<file path="src/hdl/ppr_pkg.sv">
// Shared types, constants and fixed-point helpers for the point-to-plane residual block.
// No dependencies; used by every module under hdl/.
package ppr_pkg;

   // Field and internal widths
   localparam int PW       = 21;  // Q8.12 positions
   localparam int NW       = 16;  // Q1.14 normals and quaternion parts
   localparam int MW       = 20;  // Q.14 rotation matrix entries
   localparam int VW       = 32;  // position-like vectors, outputs
   localparam int DW       = 24;  // direction-like vectors
   localparam int WW       = 64;  // exact sums
   localparam int FRAC_MAT = 14;
   localparam int FRAC_OUT = 2;   // Q.14 to Q.12
   localparam int AW       = 6;   // csr byte address
   localparam int DATAW    = 64;

   typedef logic signed [PW-1:0] pos_type;
   typedef logic signed [NW-1:0] nrm_type;
   typedef logic signed [MW-1:0] ment_type;
   typedef logic signed [VW-1:0] vec_type;
   typedef logic signed [DW-1:0] dir_type;
   typedef logic signed [WW-1:0] wide_type;

   typedef pos_type  [2:0]      pvec_type;
   typedef nrm_type  [2:0]      nvec_type;
   typedef vec_type  [2:0]      vvec_type;
   typedef dir_type  [2:0]      dvec_type;
   typedef wide_type [2:0]      wvec_type;
   typedef ment_type [2:0][2:0] mat_type;

   // Pose set seen by the datapath
   typedef struct packed {
      mat_type  rp;
      mat_type  ri;
      mat_type  rl;
      pvec_type pp;
      pvec_type pi;
      pvec_type tl;
   } cfg_type;

   // Last datapath stage, handed to the output stage
   typedef struct packed {
      wide_type res;
      wvec_type ms;
      wvec_type uk;
      dvec_type n;
      dvec_type rk;
      nvec_type nw;
   } tail_type;

   // Result block codes
   localparam logic [1:0] BLK_PIVOT   = 2'd0;
   localparam logic [1:0] BLK_CURRENT = 2'd1;
   localparam logic [1:0] BLK_EXTR    = 2'd2;

   // Register indexes
   localparam logic [2:0] REG_PIVOT_POS = 3'd0;
   localparam logic [2:0] REG_PIVOT_ROT = 3'd1;
   localparam logic [2:0] REG_CUR_POS   = 3'd2;
   localparam logic [2:0] REG_CUR_ROT   = 3'd3;
   localparam logic [2:0] REG_EXT_POS   = 3'd4;
   localparam logic [2:0] REG_EXT_ROT   = 3'd5;

   localparam logic [63:0] QUAT_IDENT = 64'd16384;

   localparam wide_type V_MAX = (wide_type'(1) <<< (VW - 1)) - wide_type'(1);
   localparam wide_type V_MIN = -(wide_type'(1) <<< (VW - 1));
   localparam wide_type D_MAX = (wide_type'(1) <<< (DW - 1)) - wide_type'(1);
   localparam wide_type D_MIN = -(wide_type'(1) <<< (DW - 1));

   // Round half up, then floor
   function automatic wide_type rnd(input wide_type v, input int unsigned s);
      wide_type half;
      half = wide_type'(1) <<< (s - 1);
      return (v + half) >>> s;
   endfunction

   function automatic vec_type sat_v(input wide_type v);
      vec_type r;
      if (v > V_MAX)      r = V_MAX[VW-1:0];
      else if (v < V_MIN) r = V_MIN[VW-1:0];
      else                r = v[VW-1:0];
      return r;
   endfunction

   function automatic dir_type sat_d(input wide_type v);
      dir_type r;
      if (v > D_MAX)      r = D_MAX[DW-1:0];
      else if (v < D_MIN) r = D_MIN[DW-1:0];
      else                r = v[DW-1:0];
      return r;
   endfunction

   function automatic vvec_type sat_vvec(input wvec_type v);
      vvec_type r;
      for (int i = 0; i < 3; i++) r[i] = sat_v(v[i]);
      return r;
   endfunction

   function automatic dvec_type sat_dvec(input wvec_type v);
      dvec_type r;
      for (int i = 0; i < 3; i++) r[i] = sat_d(v[i]);
      return r;
   endfunction

   function automatic vvec_type d2v(input dvec_type v);
      vvec_type r;
      for (int i = 0; i < 3; i++) r[i] = vec_type'(v[i]);
      return r;
   endfunction

   function automatic vvec_type n2v(input nvec_type v);
      vvec_type r;
      for (int i = 0; i < 3; i++) r[i] = vec_type'(v[i]);
      return r;
   endfunction

   function automatic pvec_type pos_unpack(input logic [62:0] reg_val);
      pvec_type r;
      r[0] = reg_val[62:42];
      r[1] = reg_val[41:21];
      r[2] = reg_val[20:0];
      return r;
   endfunction

   // Quaternion (x,y,z,w; w lowest) to Q.14 matrix, no normalization
   function automatic mat_type quat_to_mat(input logic [63:0] q);
      logic signed [NW-1:0] qx, qy, qz, qw;
      logic signed [31:0]   xx, yy, zz, xy, xz, yz, wx, wy, wz;
      wide_type             one;
      wide_type             t [3][3];
      wide_type             rw;
      mat_type              r;
      qw  = q[15:0];
      qz  = q[31:16];
      qy  = q[47:32];
      qx  = q[63:48];
      xx  = qx * qx;  yy = qy * qy;  zz = qz * qz;
      xy  = qx * qy;  xz = qx * qz;  yz = qy * qz;
      wx  = qw * qx;  wy = qw * qy;  wz = qw * qz;
      one = wide_type'(1) <<< 28;
      t[0][0] = one - ((wide_type'(yy) + wide_type'(zz)) <<< 1);
      t[0][1] = (wide_type'(xy) - wide_type'(wz)) <<< 1;
      t[0][2] = (wide_type'(xz) + wide_type'(wy)) <<< 1;
      t[1][0] = (wide_type'(xy) + wide_type'(wz)) <<< 1;
      t[1][1] = one - ((wide_type'(xx) + wide_type'(zz)) <<< 1);
      t[1][2] = (wide_type'(yz) - wide_type'(wx)) <<< 1;
      t[2][0] = (wide_type'(xz) - wide_type'(wy)) <<< 1;
      t[2][1] = (wide_type'(yz) + wide_type'(wx)) <<< 1;
      t[2][2] = one - ((wide_type'(xx) + wide_type'(yy)) <<< 1);
      for (int i = 0; i < 3; i++) begin
         for (int j = 0; j < 3; j++) begin
            rw      = rnd(t[i][j], FRAC_MAT);
            r[i][j] = rw[MW-1:0];
         end
      end
      return r;
   endfunction

   // R v or R^T v, exact sum rounded by 14 bits (no saturation here)
   function automatic wvec_type mat_vec(input mat_type r, input logic tr, input vvec_type v);
      wvec_type                  o;
      wide_type                  acc;
      ment_type                  e;
      logic signed [MW+VW-1:0]   pr;
      for (int i = 0; i < 3; i++) begin
         acc = '0;
         for (int j = 0; j < 3; j++) begin
            e   = tr ? r[j][i] : r[i][j];
            pr  = e * v[j];
            acc = acc + wide_type'(pr);
         end
         o[i] = rnd(acc, FRAC_MAT);
      end
      return o;
   endfunction

   function automatic wvec_type cross_prod(input vvec_type a, input vvec_type b);
      wvec_type c;
      c[0] = a[1] * b[2] - a[2] * b[1];
      c[1] = a[2] * b[0] - a[0] * b[2];
      c[2] = a[0] * b[1] - a[1] * b[0];
      return c;
   endfunction

endpackage

</file>
<file path="src/hdl/ppr_out.sv">
// Output stage: final rounding and saturation, then three results per point in turn.
// Depends on ppr_pkg; drives the pipeline advance enable.
module ppr_out (
   input  logic                       clock,
   input  logic                       reset,
   input  logic                       tail_valid,
   input  ppr_pkg::tail_type          tail,
   output logic                       en,
   output logic                       rsp_valid,
   input  logic                       rsp_ready,
   output logic [1:0]                 rsp_block_index,
   output logic                       rsp_last,
   output logic signed [31:0]         rsp_residual,
   output logic signed [31:0]         rsp_jac_trans_x,
   output logic signed [31:0]         rsp_jac_trans_y,
   output logic signed [31:0]         rsp_jac_trans_z,
   output logic signed [31:0]         rsp_jac_rot_x,
   output logic signed [31:0]         rsp_jac_rot_y,
   output logic signed [31:0]         rsp_jac_rot_z
);

   logic              valid_ff;
   logic [1:0]        blk_ff;
   ppr_pkg::vec_type  res_in, res_ff;
   ppr_pkg::vvec_type jtp_in, jtc_in, jte_in, jrp_in, jrc_in, jre_in;
   ppr_pkg::vvec_type jtp_ff, jtc_ff, jte_ff, jrp_ff, jrc_ff, jre_ff;
   ppr_pkg::vvec_type jt_sel, jr_sel;
   logic              fin;

   assign fin = valid_ff & rsp_ready & (blk_ff == ppr_pkg::BLK_EXTR);
   assign en  = ~valid_ff | fin;

   // Round the translation terms from Q.14 to Q.12 and the residual and rotation terms by 14 bits, for all three blocks
   always_comb begin
      ppr_pkg::wide_type n_w, ms_w, uk_w;
      res_in = ppr_pkg::sat_v(ppr_pkg::rnd(tail.res, ppr_pkg::FRAC_MAT));
      for (int i = 0; i < 3; i++) begin
         n_w  = ppr_pkg::wide_type'(tail.n[i]);
         ms_w = tail.ms[i];
         uk_w = tail.uk[i];
         jtp_in[i] = ppr_pkg::sat_v(ppr_pkg::rnd(-n_w, ppr_pkg::FRAC_OUT));
         jtc_in[i] = ppr_pkg::sat_v(ppr_pkg::rnd(n_w, ppr_pkg::FRAC_OUT));
         jte_in[i] = ppr_pkg::sat_v(ppr_pkg::rnd(ppr_pkg::wide_type'(tail.nw[i])
                                    - ppr_pkg::wide_type'(tail.rk[i]), ppr_pkg::FRAC_OUT));
         jrp_in[i] = ppr_pkg::sat_v(ppr_pkg::rnd(ms_w, ppr_pkg::FRAC_MAT));
         jrc_in[i] = ppr_pkg::sat_v(ppr_pkg::rnd(uk_w, ppr_pkg::FRAC_MAT));
         jre_in[i] = ppr_pkg::sat_v(ppr_pkg::rnd(-(ms_w + uk_w), ppr_pkg::FRAC_MAT));
      end
   end

   // Result registers
   always_ff @(posedge clock) begin
      if (en) begin
         res_ff <= res_in;
         jtp_ff <= jtp_in;
         jtc_ff <= jtc_in;
         jte_ff <= jte_in;
         jrp_ff <= jrp_in;
         jrc_ff <= jrc_in;
         jre_ff <= jre_in;
      end
   end

   // Block sequencer
   always_ff @(posedge clock) begin
      if (reset) begin
         valid_ff <= 1'b0;
         blk_ff   <= ppr_pkg::BLK_PIVOT;
      end else if (en) begin
         valid_ff <= tail_valid;
         blk_ff   <= ppr_pkg::BLK_PIVOT;
      end else if (rsp_ready) begin
         blk_ff   <= blk_ff + 2'd1;
      end
   end

   // Pick the block being shown
   always_comb begin
      unique case (blk_ff)
         ppr_pkg::BLK_PIVOT: begin
            jt_sel = jtp_ff;
            jr_sel = jrp_ff;
         end
         ppr_pkg::BLK_CURRENT: begin
            jt_sel = jtc_ff;
            jr_sel = jrc_ff;
         end
         ppr_pkg::BLK_EXTR: begin
            jt_sel = jte_ff;
            jr_sel = jre_ff;
         end
         default: begin
            jt_sel = '0;
            jr_sel = '0;
         end
      endcase
   end

   assign rsp_valid       = valid_ff;
   assign rsp_block_index = blk_ff;
   assign rsp_last        = (blk_ff == ppr_pkg::BLK_EXTR);
   assign rsp_residual    = res_ff;
   assign rsp_jac_trans_x = jt_sel[0];
   assign rsp_jac_trans_y = jt_sel[1];
   assign rsp_jac_trans_z = jt_sel[2];
   assign rsp_jac_rot_x   = jr_sel[0];
   assign rsp_jac_rot_y   = jr_sel[1];
   assign rsp_jac_rot_z   = jr_sel[2];

endmodule

</file>
<file path="config.mk">
export PLATFORM = sky130hd
export DESIGN_NAME = ppr_out
export DESIGN_NICKNAME = d
export VERILOG_FILES = /design/src/hdl/ppr_pkg.sv /design/src/hdl/ppr_out.sv
export SDC_FILE = /design/constraint.sdc
export NUM_CORES = 2
export LEC_CHECK = 0
export ABC_AREA = 1
export ABC_CLOCK_PERIOD_IN_PS = 16800
export BUFFER_PORTS_ARGS = -buffer_cell sky130_fd_sc_hd__buf_2
export CAP_MARGIN = 10
export CORE_UTILIZATION = 50
export CTS_BUF_LIST = sky130_fd_sc_hd__clkbuf_8
export CTS_CLUSTER_SIZE = 40
export DETAILED_ROUTE_END_ITERATION = 8
export MAX_ROUTING_LAYER = met4
export PLACE_DENSITY = 0.75
export SYNTH_ARGS = -nofsm -noshare
export SYNTH_HDL_FRONTEND = slang
export SYNTH_SLANG_ARGS = --single-unit
</file>
<file path="constraint.sdc">
create_clock -name clock -period 16.8 [get_ports clock]
set_clock_uncertainty 0.15 [all_clocks]
set_input_delay 0 -clock clock [delete_from_list [all_inputs] [get_ports clock]]
set_output_delay 0 -clock clock [all_outputs]
set_load 0.01 [all_outputs]
</file>
==> flow_results.xml, run 1 <==
<?xml version="1.0" encoding="UTF-8"?>
<metrics>
  <group name="grt">
    <metric name="grt_max_degree" unit="">175</metric>
    <metric name="globalRouteTotalUtil" unit="%">53.7</metric>
    <metric name="grt_pass1_wl" unit="mm">504</metric>
    <metric name="globalRouteOverflowTotal" unit="">22</metric>
    <metric name="first_global_vias" unit="">82600</metric>
  </group>
  <group name="synth">
    <metric name="net_count_synth" unit="">11300</metric>
    <metric name="synth_seq_cells" unit="">566</metric>
    <metric name="synth-warning-count" unit="">0</metric>
    <metric name="syn_area" unit="um^2">63800</metric>
    <metric name="dominantRegCellSynth" unit="">sky130_fd_sc_hd__edfxtp_1</metric>
    <metric name="syn_avg_cell_area" unit="um^2">6.30</metric>
    <metric name="synth.mux.area_fraction" unit="%">0</metric>
    <metric name="synth-seq-area-share" unit="%">26.6</metric>
    <metric name="synth_compound_area_share" unit="%">4.36</metric>
    <metric name="synth_top_family_by_area" unit="">simple AND/OR/NAND/NOR gates</metric>
    <metric name="async_reset_ff_share" unit="%">0</metric>
    <metric name="synth_enable_flop_cells" unit="">563</metric>
    <metric name="synthXorXnorAreaFrac" unit="%">7.40</metric>
    <metric name="synth_cell_types" unit="">56</metric>
    <metric name="synth-simple-area-share" unit="%">38.0</metric>
    <metric name="syn_inst" unit="">10100</metric>
    <metric name="yosys.area_share.adder" unit="%">11.0</metric>
  </group>
  <group name="clock_tree">
    <metric name="clockBufferDepth" unit="">3</metric>
    <metric name="root_buffer" unit="">sky130_fd_sc_hd__clkbuf_8</metric>
    <metric name="cts_buffers" unit="">101</metric>
    <metric name="post_cts_resized" unit="">0</metric>
    <metric name="clock_tree.htree_level_count" unit="">3</metric>
    <metric name="clkSinkCount" unit="">566</metric>
  </group>
  <group name="place">
    <metric name="finalWeightedCongestion" unit="">1.10</metric>
    <metric name="numPortBuffers" unit="">859</metric>
    <metric name="detailed_place_hpwl" unit="mm">227</metric>
  </group>
  <group name="floorplanning">
    <metric name="boundaryPins" unit="">873</metric>
    <metric name="placementRows" unit="">130</metric>
    <metric name="die_x" unit="um">359</metric>
    <metric name="effective_utilization_at_floorplan" unit="%">50.6</metric>
    <metric name="die_height" unit="um">359</metric>
  </group>
  <group name="run_status">
    <metric name="failing_step" unit="">global routing (5_1_grt)</metric>
    <metric name="error_line" unit="">[ERROR GRT-0116] Global routing finished with congestion. Check the congestion regions in the DRC Viewer.</metric>
    <metric name="run_status" unit="">aborted with a tool error</metric>
  </group>
</metrics>
## cells in the mapped netlist, drive strengths merged (10+ instances only)
library cell  count  area share, %
nand4           126            1.2
a31oi            49           0.48
and3             17           0.17
o21a             10           0.12
ha              554             11
a21o             15           0.18
xor2            465            6.4
buf              79           0.89
clkbuf           99           0.58
nor4             78           0.84
edfxtp          563             27
nand2          3907             23
nand3           543            4.4
inv            1902             11
nor3            217            1.8
o21ai           123           0.97
xnor2            71           0.99
o21bai           23           0.29
nand3b           56           0.66
a21oi           272            2.1
nor2            906            5.5
nor3b            10           0.13
## per-stage QoR
step / instance area (um^2) / instances / utilization (%) / hold slack (ps) / setup WS (ps)
CTS: 82600 / 13800 / 65.5 / 3.71 / 10850
detailed placement: 69500 / 12500 / 55.1 / 77.9 / 11850
global placement: 69500 / 12500 / 55.1 / 63.9 / 12100
floorplan: 63800 / 10100 / - / -80.9 / 2040
## routing by layer
metal  GRT usage [%]  GRT overflow
met1            57.4             0
met2            75.9            12
met3            24.0             0
met4            44.7            10
met5               -             -
## timing repair
action | 4_1_cts
endpoints found under the setup margin | 0
buffers inserted | 0
hold buffers | 1097
endpoints found under the hold margin | 588
## logic make-up after synthesis
| group | after synthesis |
|---|---|
| flops | 566 |
| xor+xnor | 536 |
| compound gates | 507 |
| fa+ha+maj | 557 |
| simple gates | 5878 |
| buf+inv | 2081 |
==> run 2, diff against run 1 <==
- CORE_UTILIZATION: 50 -> 35
- CTS_BUF_LIST: sky130_fd_sc_hd__clkbuf_8 -> not set
- CTS_CLUSTER_SIZE: 40 -> not set
- MAX_ROUTING_LAYER: met4 -> not set
- PLACE_DENSITY: 0.75 -> not set
- PLACE_DENSITY_LB_ADDON: not set -> 0.15
==> run 2 against run 1 <==
Net effect:
- the flow now finishes, with violations (negative hold slack)
- area after synthesis unchanged
- synthesized cell count unchanged
==> flow_results.xml, run 2 <==
<?xml version="1.0" encoding="UTF-8"?>
<metrics>
  <group name="setup_path">
    <metric name="critPathRequiredTime" unit="ps">16650</metric>
    <metric name="r2r.worst_path.cells" unit="">8</metric>
    <metric name="timing.critical_path.slowest_cell_delay" unit="ps">820</metric>
    <metric name="r2r_setup_slack" unit="ps">11190</metric>
    <metric name="crit_top_cell" unit="">sky130_fd_sc_hd__buf_4</metric>
    <metric name="critical-path-slowest-cell" unit="">sky130_fd_sc_hd__buf_4</metric>
    <metric name="critical_path_arrival" unit="ps">6050</metric>
    <metric name="origin_of_the_critical_flop_to_flop_path" unit="">rsp_block_index[0]$_SDFFE_PP0P_</metric>
    <metric name="crit_chain" unit="">inv_1 -&gt; ha_4 -&gt; nand2_1 -&gt; nand2_4 -&gt; buf_4 -&gt; buf_4 -&gt; buf_4 -&gt; buf_4 -&gt; buf_2</metric>
    <metric name="worstReg2RegEnd" unit="">rsp_residual[9]$_SDFFCE_PN1P_</metric>
    <metric name="timing_worst_setup_path_type" unit="">flip-flop to output port</metric>
    <metric name="crit_path_max_fanout" unit="">66</metric>
    <metric name="critPathBufInv" unit="">6</metric>
    <metric name="setup.worst_path.start_class" unit="">flip-flop</metric>
    <metric name="critical_path.top_delay_family" unit="">buffers and inverters</metric>
    <metric name="crit_path_end_kind" unit="">output port</metric>
  </group>
  <group name="synth">
    <metric name="synth.top_cell.area_share" unit="%">26.5</metric>
    <metric name="yosys.area_share.adder" unit="%">11.0</metric>
    <metric name="synth_cell_types" unit="">56</metric>
    <metric name="synth_compound_area_share" unit="%">4.36</metric>
    <metric name="synth_enable_flop_cells" unit="">563</metric>
    <metric name="synth-simple-area-share" unit="%">38.0</metric>
    <metric name="async_reset_ff_share" unit="%">0</metric>
    <metric name="synth-seq-area-share" unit="%">26.6</metric>
    <metric name="syn_area" unit="um^2">63800</metric>
    <metric name="synth_top_family_by_area" unit="">simple AND/OR/NAND/NOR gates</metric>
    <metric name="synth_area_leaders" unit="">sky130_fd_sc_hd__edfxtp_1, sky130_fd_sc_hd__nand2_1, sky130_fd_sc_hd__inv_1</metric>
    <metric name="synth-warning-count" unit="">0</metric>
    <metric name="synth_seq_cells" unit="">566</metric>
    <metric name="synthXorXnorAreaFrac" unit="%">7.40</metric>
    <metric name="yosys.cell_count.top_type" unit="">sky130_fd_sc_hd__nand2_1</metric>
    <metric name="synth_area_leader_cell" unit="">sky130_fd_sc_hd__edfxtp_1</metric>
    <metric name="synthTopCellsByCount" unit="">sky130_fd_sc_hd__nand2_1, sky130_fd_sc_hd__inv_1, sky130_fd_sc_hd__nor2_1, sky130_fd_sc_hd__edfxtp_1, sky130_fd_sc_hd__ha_1</metric>
    <metric name="syn_inst" unit="">10100</metric>
    <metric name="net_count_synth" unit="">11300</metric>
    <metric name="synth.mux.area_fraction" unit="%">0</metric>
    <metric name="syn_avg_cell_area" unit="um^2">6.30</metric>
    <metric name="dominantRegCellSynth" unit="">sky130_fd_sc_hd__edfxtp_1</metric>
  </group>
  <group name="layout">
    <metric name="drive_gt1_share" unit="%">9.58</metric>
    <metric name="fill_cells" unit="">19600</metric>
    <metric name="nets" unit="">12800</metric>
    <metric name="area.sequential" unit="um^2">17000</metric>
    <metric name="finish.utilization" unit="%">44.2</metric>
    <metric name="area_growth" unit="%">25.5</metric>
    <metric name="commonest_non_fill_non_tap_cell_in_the_layout" unit="">sky130_fd_sc_hd__nand2_1</metric>
    <metric name="multi_input_comb_area" unit="um^2">38800</metric>
    <metric name="mostFrequentLayoutCells" unit="">sky130_fd_sc_hd__nand2_1, sky130_fd_sc_hd__inv_1, sky130_fd_sc_hd__nor2_1</metric>
  </group>
  <group name="clock_tree">
    <metric name="clkSinkCount" unit="">566</metric>
    <metric name="cts_buffers" unit="">75</metric>
    <metric name="root_buffer" unit="">sky130_fd_sc_hd__clkbuf_16</metric>
    <metric name="clockBufferDepth" unit="">3</metric>
    <metric name="cts.clk_slew.worst_paths" unit="ps">70</metric>
    <metric name="cts_tree" unit="">yes</metric>
    <metric name="insertion_delay_to_the_later_sink_of_the_worst_skew_pair" unit="ps">710</metric>
    <metric name="clock_tree.htree_level_count" unit="">3</metric>
  </group>
  <group name="timing">
    <metric name="max-slew-margin-rel" unit="%">19.8</metric>
    <metric name="slew_viol_final" unit="">0</metric>
    <metric name="hold_slack" unit="ps">-13.1</metric>
    <metric name="finalSetupViolations" unit="">0</metric>
    <metric name="finalHoldViolations" unit="">2</metric>
    <metric name="unrepaired_setup_endpoints_after_global_routing" unit="">no</metric>
    <metric name="final_min_period_over_clock_period" unit="%">36.9</metric>
    <metric name="setup_total_negative_slack" unit="ps">0</metric>
    <metric name="fmax" unit="MHz">161</metric>
    <metric name="worst_pin_slew" unit="ps">1200</metric>
    <metric name="fin_crit" unit="ps">6210</metric>
  </group>
  <group name="grt">
    <metric name="globalRouteTotalUtil" unit="%">31.2</metric>
    <metric name="first_global_vias" unit="">68900</metric>
    <metric name="grt_max_degree" unit="">145</metric>
    <metric name="grt_pass1_wl" unit="mm">431</metric>
    <metric name="antenna_found_initial" unit="">38</metric>
    <metric name="globalRouteOverflowTotal" unit="">0</metric>
  </group>
  <group name="route">
    <metric name="route.detailed.wl_per_inst" unit="um">21.0</metric>
    <metric name="via_count" unit="">69700</metric>
    <metric name="drtPass1Iterations" unit="">6</metric>
    <metric name="drt_drc_violations_left" unit="">0</metric>
    <metric name="drt_iter0_markers" unit="">5168</metric>
    <metric name="route.antenna.remaining_nets" unit="">0</metric>
    <metric name="wirelength" unit="mm">296</metric>
    <metric name="detail_route.vias_per_cell" unit="">4.96</metric>
  </group>
  <group name="power">
    <metric name="powerDensity" unit="nW/um^2">69.6</metric>
    <metric name="cellLeakagePower" unit="nW">42.1</metric>
    <metric name="vdd_drop_max" unit="V">0.0000745</metric>
    <metric name="total_power" unit="mW">5.57</metric>
  </group>
  <group name="worst_hold_path">
    <metric name="min_path_type" unit="">input port to flip-flop</metric>
    <metric name="hold_path_startpoint" unit="">tail[445]</metric>
    <metric name="hold_depth" unit="">7</metric>
    <metric name="timing.hold.worst_endpoint" unit="">jrp_ff[30]$_SDFFCE_PN1P_</metric>
  </group>
  <group name="floorplanning">
    <metric name="die_x" unit="um">429</metric>
    <metric name="die-area" unit="um^2">184000</metric>
    <metric name="core_area" unit="um^2">181000</metric>
    <metric name="effective_utilization_at_floorplan" unit="%">35.2</metric>
    <metric name="placementRows" unit="">156</metric>
    <metric name="die_height" unit="um">429</metric>
    <metric name="boundaryPins" unit="">873</metric>
  </group>
  <group name="place">
    <metric name="finalWeightedCongestion" unit="">1.04</metric>
    <metric name="numPortBuffers" unit="">859</metric>
    <metric name="detailed_place_hpwl" unit="mm">247</metric>
  </group>
  <group name="run_status">
    <metric name="violations" unit="">negative hold slack</metric>
    <metric name="run_status" unit="">complete, but fails checks</metric>
  </group>
  <group name="flow_run">
    <metric name="max-cap-violations" unit="">0</metric>
  </group>
</metrics>
[run 2: cell counts after synthesis]
No cell type changed its count.
[run 2: how the worst max path moves through the flow]
stage                                    startpoint                         endpoint  slack [ps]  cells past startpoint
detailed placement  rsp_block_index[0]$_SDFFE_PP0P_   rsp_residual[11]$_SDFFCE_PN1P_       11150                      8
finish              rsp_block_index[0]$_SDFFE_PP0P_                               en       10600                      9
floorplan           rsp_block_index[0]$_SDFFE_PP0P_  rsp_block_index[0]$_SDFFE_PP0P_        2040                      7
global placement    rsp_block_index[0]$_SDFFE_PP0P_   rsp_residual[29]$_SDFFCE_PN1P_       11240                      8
global route        rsp_block_index[0]$_SDFFE_PP0P_                               en       10190                      9
CTS                 rsp_block_index[0]$_SDFFE_PP0P_                               en       10500                      9
[run 2: worst register-to-register path, stage by stage (launching register included)]
cell and delay (ps):
sky130_fd_sc_hd__dfxtp_1 360, sky130_fd_sc_hd__inv_1 210, sky130_fd_sc_hd__ha_4 400, sky130_fd_sc_hd__nand2_1 160, sky130_fd_sc_hd__nand2_4 550, sky130_fd_sc_hd__buf_4 890
sky130_fd_sc_hd__buf_4 780, sky130_fd_sc_hd__buf_4 830, sky130_fd_sc_hd__buf_4 820
[run 2: power breakdown]
group          total, mW  switching (mW)  internal [mW]
Sequential          1.84          0.0513           1.79
Combinational       2.11            1.38          0.733
Clock               1.63           0.729          0.897
Total               5.57            2.16           3.42
[run 2: per-stage QoR]
stage | worst slack, ps | cell area, um^2 | instances
after CTS | 10500 | 80000 | 14100
after detailed placement | 11150 | 70400 | 13200
after global routing | 10190 | 80000 | 14100
final | 10600 | 80000 | 14100
after global placement | 11240 | 70400 | 13200
after floorplan | 2040 | 63800 | 10100
[run 2: layout make-up]
cell class | instances | area share (%)
Sequential cell | 566 | 21.2
Timing Repair Buffer | 1605 | 14.6
Antenna cell | 17 | 0.0532
Clock inverter | 48 | 0.625
Inverter | 1903 | 8.93
Clock buffer | 87 | 2.40
Multi-Input combinational cell | 7478 | 48.4
Tap cell | 2370 | 3.71
[run 2: cells by family (layout without fill, tap and decap cells)]
kind of cell / count (synthesis) / count (layout)
other: 0 / 17
xor gates and xnor gates: 536 / 536
and+or+nand+nor: 5878 / 5878
buffers and inverters: 2081 / 3643
DFF: 566 / 566
AOI/OAI and AO/OA: 507 / 507
adders and majority gates: 557 / 557
[run 2: layer usage]
layer  up-vias  global-route usage, %  part of all wire [%]
li1      34500                      -                     -
met4        14                   15.1                   5.7
met1     32500                   39.4                    43
met2      2233                   52.8                    46
met5         -                      0                 0.031
met3       508                   3.48                   5.0
[run 2: repair_timing]
action | 4_1_cts | 5_1_grt
hold buffers | 712 | 0
setup endpoints to repair | 0 | 0
hold endpoints to repair | 467 | 0
resized for setup | 0 | 0
buffers inserted | 0 | 0
No activity file was read; power rests on OpenSTA's default activity.
